===== config.mk =====
export PLATFORM = sky130hd
export DESIGN_NAME = dual_lfsr_byte_masker
export DESIGN_NICKNAME = d
export VERILOG_FILES = /design/src/rtl/dlbm_pkg.sv /design/src/rtl/dlbm_cfg_regs.sv /design/src/rtl/dlbm_keystream.sv /design/src/rtl/dual_lfsr_byte_masker.sv
export SDC_FILE = /design/constraint.sdc
export NUM_CORES = 1
export LEC_CHECK = 0
export ABC_AREA = 1
export BUFFER_PORTS_ARGS = -buffer_cell sky130_fd_sc_hd__buf_2
export CAP_MARGIN = 10
export CORE_ASPECT_RATIO = 0.5
export CORE_UTILIZATION = 40
export DETAILED_ROUTE_END_ITERATION = 12
export PLACE_DENSITY = 0.67
export REMOVE_ABC_BUFFERS = 1
export SKIP_CTS_REPAIR_TIMING = 1
export SLEW_MARGIN = 10
export SYNTH_ARGS = -nofsm -noshare
export SYNTH_HDL_FRONTEND = slang
export SYNTH_SLANG_ARGS = --single-unit

===== constraint.sdc =====
create_clock -name clk -period 5.7 [get_ports clk]
set_clock_uncertainty 0.1 [all_clocks]
set_input_delay 0 -clock clk [delete_from_list [all_inputs] [get_ports clk]]
set_output_delay 0 -clock clk [all_outputs]
set_load 0.05 [all_outputs]

===== src/rtl/dlbm_pkg.sv =====
// Shared types, constants and register indexes of the dual LFSR byte masker.
package dlbm_pkg;

	localparam int unsigned SHORT_LENGTH = 17;
	localparam int unsigned LONG_LENGTH = 111;
	localparam int unsigned SHORT_TAP = 14;
	localparam int unsigned LONG_TAP = 101;
	localparam int unsigned LONG_LOW_BITS = 64;
	localparam int unsigned LONG_HIGH_BITS = LONG_LENGTH - LONG_LOW_BITS;
	localparam int unsigned POS_BITS = 16;
	localparam int unsigned BYTE_BITS = 8;
	localparam int unsigned CFG_DATA_BITS = 64;
	localparam int unsigned CFG_INDEX_BITS = 3;

	localparam logic [SHORT_LENGTH-1:0] SEED_SHORT_RST = SHORT_LENGTH'(1);
	localparam logic [LONG_LOW_BITS-1:0] SEED_LONG_LOW_RST = LONG_LOW_BITS'(1);
	localparam logic [LONG_HIGH_BITS-1:0] SEED_LONG_HIGH_RST = '0;
	localparam logic MASK_WHOLE_RST = 1'b1;
	localparam logic [POS_BITS-1:0] HEADER_BYTES_RST = POS_BITS'(100);

	typedef enum logic [CFG_INDEX_BITS-1:0] {
		CFG_SEED_SHORT     = 3'd0,
		CFG_SEED_LONG_LOW  = 3'd1,
		CFG_SEED_LONG_HIGH = 3'd2,
		CFG_MASK_WHOLE     = 3'd3,
		CFG_HEADER_BYTES   = 3'd4
	} cfg_idx_t;

	typedef struct packed {
		logic [SHORT_LENGTH-1:0] seed_short;
		logic [LONG_LENGTH-1:0]  seed_long;
		logic                    mask_whole_file;
		logic [POS_BITS-1:0]     header_bytes;
	} cfg_t;

	typedef struct packed {
		logic fire;
		logic start_of_file;
	} step_t;

	typedef struct packed {
		logic key_bit;
		logic was_masked;
	} key_t;

endpackage


===== src/rtl/dlbm_cfg_regs.sv =====
// Configuration register file of the dual LFSR byte masker.
module dlbm_cfg_regs (
	input  logic                                 clk,
	input  logic                                 arst_n,
	input  logic                                 cfg_we,
	input  logic [dlbm_pkg::CFG_INDEX_BITS-1:0]  cfg_index,
	input  logic [dlbm_pkg::CFG_DATA_BITS-1:0]   cfg_wdata,
	output dlbm_pkg::cfg_t                       cfg
);

	logic [dlbm_pkg::SHORT_LENGTH-1:0]   seed_short_q;
	logic [dlbm_pkg::LONG_LOW_BITS-1:0]  seed_long_low_q;
	logic [dlbm_pkg::LONG_HIGH_BITS-1:0] seed_long_high_q;
	logic                                mask_whole_q;
	logic [dlbm_pkg::POS_BITS-1:0]       header_bytes_q;

	always_ff @(posedge clk or negedge arst_n) begin
		if (!arst_n) begin
			seed_short_q     <= dlbm_pkg::SEED_SHORT_RST;
			seed_long_low_q  <= dlbm_pkg::SEED_LONG_LOW_RST;
			seed_long_high_q <= dlbm_pkg::SEED_LONG_HIGH_RST;
			mask_whole_q     <= dlbm_pkg::MASK_WHOLE_RST;
			header_bytes_q   <= dlbm_pkg::HEADER_BYTES_RST;
		end else if (cfg_we) begin
			unique case (dlbm_pkg::cfg_idx_t'(cfg_index))
				dlbm_pkg::CFG_SEED_SHORT: begin
					seed_short_q <= cfg_wdata[dlbm_pkg::SHORT_LENGTH-1:0];
				end
				dlbm_pkg::CFG_SEED_LONG_LOW: begin
					seed_long_low_q <= cfg_wdata;
				end
				dlbm_pkg::CFG_SEED_LONG_HIGH: begin
					seed_long_high_q <= cfg_wdata[dlbm_pkg::LONG_HIGH_BITS-1:0];
				end
				dlbm_pkg::CFG_MASK_WHOLE: begin
					mask_whole_q <= cfg_wdata[0];
				end
				dlbm_pkg::CFG_HEADER_BYTES: begin
					header_bytes_q <= cfg_wdata[dlbm_pkg::POS_BITS-1:0];
				end
				default: begin
				end
			endcase
		end
	end

	assign cfg.seed_short      = seed_short_q;
	assign cfg.seed_long       = {seed_long_high_q, seed_long_low_q};
	assign cfg.mask_whole_file = mask_whole_q;
	assign cfg.header_bytes    = header_bytes_q;

endmodule


===== src/rtl/dlbm_keystream.sv =====
// Two Fibonacci LFSRs, their combined key bit and the header byte counter.
module dlbm_keystream (
	input  logic           clk,
	input  logic           arst_n,
	input  dlbm_pkg::cfg_t cfg,
	input  dlbm_pkg::step_t step,
	output dlbm_pkg::key_t key
);

	logic [dlbm_pkg::SHORT_LENGTH-1:0] short_q;
	logic [dlbm_pkg::LONG_LENGTH-1:0]  long_q;
	logic [dlbm_pkg::POS_BITS-1:0]     pos_q;

	logic [dlbm_pkg::SHORT_LENGTH-1:0] short_cur;
	logic [dlbm_pkg::LONG_LENGTH-1:0]  long_cur;
	logic [dlbm_pkg::POS_BITS-1:0]     pos_cur;
	logic                              is_header;
	logic                              s_new;
	logic                              t_new;

	// A start of file reloads all three registers before a byte is handled.
	always_comb begin
		short_cur = step.start_of_file ? cfg.seed_short : short_q;
		long_cur  = step.start_of_file ? cfg.seed_long : long_q;
		pos_cur   = step.start_of_file ? '0 : pos_q;
		is_header = !cfg.mask_whole_file && (pos_cur < cfg.header_bytes);
		s_new     = short_cur[dlbm_pkg::SHORT_TAP-1] ^ short_cur[dlbm_pkg::SHORT_LENGTH-1];
		t_new     = long_cur[dlbm_pkg::LONG_TAP-1] ^ long_cur[dlbm_pkg::LONG_LENGTH-1];
		key.was_masked = !is_header;
		key.key_bit    = !is_header && (s_new ^ t_new);
	end

	always_ff @(posedge clk or negedge arst_n) begin
		if (!arst_n) begin
			short_q <= dlbm_pkg::SEED_SHORT_RST;
			long_q  <= {dlbm_pkg::SEED_LONG_HIGH_RST, dlbm_pkg::SEED_LONG_LOW_RST};
			pos_q   <= '0;
		end else if (step.fire) begin
			if (is_header) begin
				short_q <= short_cur;
				long_q  <= long_cur;
				pos_q   <= pos_cur + dlbm_pkg::POS_BITS'(1);
			end else begin
				short_q <= {short_cur[dlbm_pkg::SHORT_LENGTH-2:0], s_new};
				long_q  <= {long_cur[dlbm_pkg::LONG_LENGTH-2:0], t_new};
				pos_q   <= pos_cur;
			end
		end
	end

endmodule


===== src/rtl/dual_lfsr_byte_masker.sv =====
// Top level of the dual LFSR byte masker: input stage, keystream and result register.
// A request accepted into the input stage is masked and moves into the result register
// once the result register is free, and is then offered on the output.
// Throughput: one request per cycle while the output is not stalled, set by the LFSR step.
// Reset: control clears at once, configuration returns to its reset values and
// both LFSRs hold the reset seeds with the header count at zero.
module dual_lfsr_byte_masker (
	input  logic                                clk,
	input  logic                                arst_n,
	input  logic                                s_tvalid,
	output logic                                s_tready,
	input  logic [7:0]                          s_tdata,  // data_byte[7:0]
	input  logic                                s_tuser,  // start_of_file
	output logic                                m_tvalid,
	input  logic                                m_tready,
	output logic [7:0]                          m_tdata,  // masked_byte[7:0]
	output logic [1:0]                          m_tuser,  // was_masked, key_bit
	input  logic                                cfg_we,
	input  logic [dlbm_pkg::CFG_INDEX_BITS-1:0] cfg_index,
	input  logic [dlbm_pkg::CFG_DATA_BITS-1:0]  cfg_wdata
);

	dlbm_pkg::cfg_t  cfg;
	dlbm_pkg::step_t step;
	dlbm_pkg::key_t  key;

	logic                           valid_s1;
	logic [dlbm_pkg::BYTE_BITS-1:0] data_s1;
	logic                           sof_s1;
	logic                           valid_s2;
	logic [dlbm_pkg::BYTE_BITS-1:0] data_s2;
	logic                           key_s2;
	logic                           masked_s2;
	logic                           ready_s2;

	dlbm_cfg_regs u_cfg (
		.clk       (clk),
		.arst_n    (arst_n),
		.cfg_we    (cfg_we),
		.cfg_index (cfg_index),
		.cfg_wdata (cfg_wdata),
		.cfg       (cfg)
	);

	assign ready_s2           = !valid_s2 || m_tready;
	assign s_tready           = !valid_s1 || ready_s2;
	assign step.fire          = valid_s1 && ready_s2;
	assign step.start_of_file = sof_s1;

	dlbm_keystream u_keystream (
		.clk    (clk),
		.arst_n (arst_n),
		.cfg    (cfg),
		.step   (step),
		.key    (key)
	);

	always_ff @(posedge clk or negedge arst_n) begin
		if (!arst_n) begin
			valid_s1 <= 1'b0;
			valid_s2 <= 1'b0;
		end else begin
			if (s_tready) begin
				valid_s1 <= s_tvalid;
			end
			if (ready_s2) begin
				valid_s2 <= valid_s1;
			end
		end
	end

	always_ff @(posedge clk) begin
		if (s_tvalid && s_tready) begin
			data_s1 <= s_tdata;
			sof_s1  <= s_tuser;
		end
		if (step.fire) begin
			data_s2   <= {data_s1[dlbm_pkg::BYTE_BITS-1:1], data_s1[0] ^ key.key_bit};
			key_s2    <= key.key_bit;
			masked_s2 <= key.was_masked;
		end
	end

	assign m_tvalid = valid_s2;
	assign m_tdata  = data_s2;
	assign m_tuser  = {masked_s2, key_s2};

`ifndef SYNTHESIS
	a_header_no_key: assert property (@(posedge clk) disable iff (!arst_n)
		valid_s2 && !masked_s2 |-> !key_s2)
		else $error("Header byte carries a key bit.");

	a_whole_file_masked: assert property (@(posedge clk) disable iff (!arst_n)
		step.fire && cfg.mask_whole_file |-> key.was_masked)
		else $error("Byte passed unmasked with whole-file masking on.");

	a_stall_keeps_s1: assert property (@(posedge clk) disable iff (!arst_n)
		valid_s1 && !ready_s2 |=> valid_s1 && $stable(data_s1) && $stable(sof_s1))
		else $error("Input stage lost a request during a stall.");

	a_fire_fills_s2: assert property (@(posedge clk) disable iff (!arst_n)
		step.fire |=> valid_s2)
		else $error("Processed request did not reach the result register.");
`endif

endmodule

==> reports/results.ini <==
[pwr]
p_leak_uw=0.00919
p_switching_uw=2820
p_total_uw=7730
clock_power_share_pct=25.3
p_seq_share_pct=42.5
p_sw_share_pct=36.5
p_per_area_mw_per_mm2=429
internal-power_uw=4910
peakVddDrop_mv=0.259
combPwrFrac_pct=32.2

[critical_path]
cp_data_arrival_time_ns=4.56
crit_type=flop to flop
crit_fanout=74
cp-end-kind=flop
required_ns=6.07
slowest_stage=edfxtp_1
max_stage_delay_ns=0.89
start_kind=flop
crit_chain=nor2_1 -> ha_1 -> nand2_1 -> inv_1 -> o21bai_1 -> a21oi_1 -> nor2_4 -> buf_4 -> buf_4 -> nand4_1 -> nand3_1 -> nand2_1
rrSetupSlack_ns=1.51

[floorplanning]
die_area_mm2=0.0396
core-area_mm2=0.0378
rows=50
fp.dieW_um=280
start_util_pct=41.0
die_height_um=141
io_pins=93

[yosys]
synth_mux_area_share_pct=7.30
synth.distinct_cells=31
ys_seq_elements=310
synth_top_area_share_pct=45.7
synthCells=1873
synth.area.top_cells=dfrtp_1 (46%), nand2_1 (15%), mux2i_1 (7.2%)
syn_area_per_cell_um2=8.28
ys_async_sr_fraction_pct=93.9
synthAdderAreaFrac_pct=1.21
synth-seq-area-share_pct=50.7
syn_area_mm2=0.0155
synth_xor_area_share_pct=0.452
synth_warnings=0
yosys.area.top_type=dfrtp_1
synth-edff-count=19
synth_top_family_by_area=simple AND/OR/NAND/NOR gates
synthSimpleGateAreaFrac_pct=27.7
synth_compound_area_share_pct=5.75
ys.flop_type=dfrtp_1

[layout]
drive_gt1_share_pct=8.78
fillers=3542
syn_to_final_growth_pct=16.2
nets=2054

[clocking]
cts_buffers=30
clock_sinks=310
cts_tree=done
clk_pin_slew_ns=0.06
htreeDepth=1
clockBufferDepth=3
cts-root-buf=clkbuf_16
insertion_delay_ns=0.59

[route]
vias=13100
route.detailed.vias_per_inst=5.22
dr.first_iter.drc_count=1132
drc=0
ant_nets=0
routedWlPerCell_um=15.4
routed_wl_mm=38.7
firstDrtPassIters=5

[placement]
port_buffers=92
gp_congestion=0.800
hpwlAfterDp_mm=21.0

[job]
cap_viol_max_count=0

[timing]
whs_ns=-0.0715
hold_viol=23
tightestPinTransition_ns=1.12
slew-limit-headroom_pct=25.4
finalMaxSlewViolations=0
finalCritPeriodShare_pct=73.5
max_freq_mhz=239
grt_setup_unrepaired=no
period_needed_ns=4.19
setup_viol=0

[status]
status=finished, violations left
violations=negative hold slack

[global_route]
grt_pass1_vias=12400
grt_max_degree=175
grt_pass1_wl_mm=63.5
overflow=0
antenna_found_initial=0
grtUsageTotal_pct=19.3

[hold_path]
hold_path_class=input pin to async pin

## kinds of logic (layout without fill, tap and decap cells)
family	Yosys count	in the layout
AO/OA/AOI/OAI	176	176
XOR/XNOR	8	8
adder cells (fa/ha/maj)	15	15
buffers and inverters	265	374
flip-flops	310	310
multiplexers	113	113
other	0	1
AND/OR/NAND/NOR	986	986
## cells in the final DEF, fill, tap and decap left out, types with 2 or more instances in the layout
cell,count
clkinv_2,4
dfstp_2,8
o21bai_1,3
clkbuf_1,13
buf_2,91
buf_12,2
ha_1,15
xor2_1,5
nor2_2,2
xnor2_1,3
nand3_1,148
clkbuf_16,30
nor3_1,2
inv_1,123
dlygate4sd3_1,82
mux2i_1,112
dfrtp_1,283
o21ai_0,148
nand3_4,2
nor2_1,47
nand2_4,3
inv_4,2
nand2_1,631
nand4_1,147
clkbuf_8,7
a21oi_1,23
buf_4,16
edfxtp_1,19
## flip-flops by register name, summed over array words and instances (netlist names), 8 cells and up
signal / cells
u_keystream.long_q: 111
u_cfg.seed_long_low_q: 64
u_cfg.seed_long_high_q: 47
u_cfg.seed_short_q: 17
u_keystream.short_q: 17
u_cfg.header_bytes_q: 16
u_keystream.pos_q: 16
data_s1: 8
m_tdata: 8
## synth_stat cells (19+ instances only)
| library cell | count |
|---|---|
| nand2_1 | 633 |
| mux2i_1 | 112 |
| nand3_1 | 149 |
| o21ai_0 | 148 |
| nand4_1 | 147 |
| edfxtp_1 | 19 |
| dfrtp_1 | 283 |
| inv_1 | 123 |
| clkbuf_1 | 89 |
| nor2_1 | 47 |
| a21oi_1 | 23 |
| buf_2 | 33 |
## area by class of cell
cell class,count,area [µm²],share of cell area (%)
antenna,1,2.50,0.0139
tap,520,651,3.61
sequential,310,7860,43.7
clock buffer,50,896,4.97
clock inverter,6,57.6,0.320
timing repair buffer,192,1450,8.06
multi-input combinational,1298,6610,36.7
inverter,126,478,2.65
## layer usage
metal  vias up  wire, µm  global-route usage (%)
met3        50      1550                    2.32
met2       299     18200                    31.5
met4         0       760                    4.20
met1      6336     18200                    27.4
met5         -         0                       0
li1       6386         -                       -
## power by group through the flow
stage          logic (µW)  registers (µW)  clock network (µW)
2_1_floorplan        1830            3280                   0
3_3_place_gp         2380            3290                   0
3_5_place_dp         2440            3300                   0
4_1_cts              2450            3270                1990
5_1_grt              2860            3360                2060
6_report             2490            3280                1950
## worst paths after layout
| kind | cells past startpoint | endpoint | start |
|---|---|---|---|
| worst max-delay path | 12 | u_keystream.short_q[11] | sof_s1 |
| worst min-delay path | 2 | u_cfg.seed_long_high_q[25] | arst_n |
| worst max register to register | 12 | u_keystream.short_q[11] | sof_s1 |
| worst min register to register | 0 | m_tdata[6] | data_s1[6] |
| max in group asynchronous | 3 | u_cfg.seed_long_high_q[8] | arst_n |
| min in group clk | 2 | data_s1[0] | s_tdata[0] |
## worst max-delay path: cells and delay by family (launching register included)
family	cells	cell delay (ns)
simple gates	6	0.88
buf+inv	3	1.53
fa+ha+maj	1	0.36
flops	1	0.89
compound gates	2	0.26
## through the flow
| stage | worst slack (ns) | utilization (%) | instances | instance area [µm²] | TNS, ns |
|---|---|---|---|---|---|
| floorplan | -4.97 | - | 1734 | 14900 | -690.94 |
| global placement | 1.63 | 43.0 | 2364 | 16200 | 0 |
| detailed placement | 1.60 | 43.0 | 2364 | 16200 | 0 |
| CTS | 1.58 | 45.5 | 2420 | 17200 | 0 |
| global route | 1.21 | 47.7 | 2502 | 18000 | 0 |
| finish | 1.51 | 47.7 | 2503 | 18000 | 0 |
Note: power is estimated with default switching activity, not from simulation.
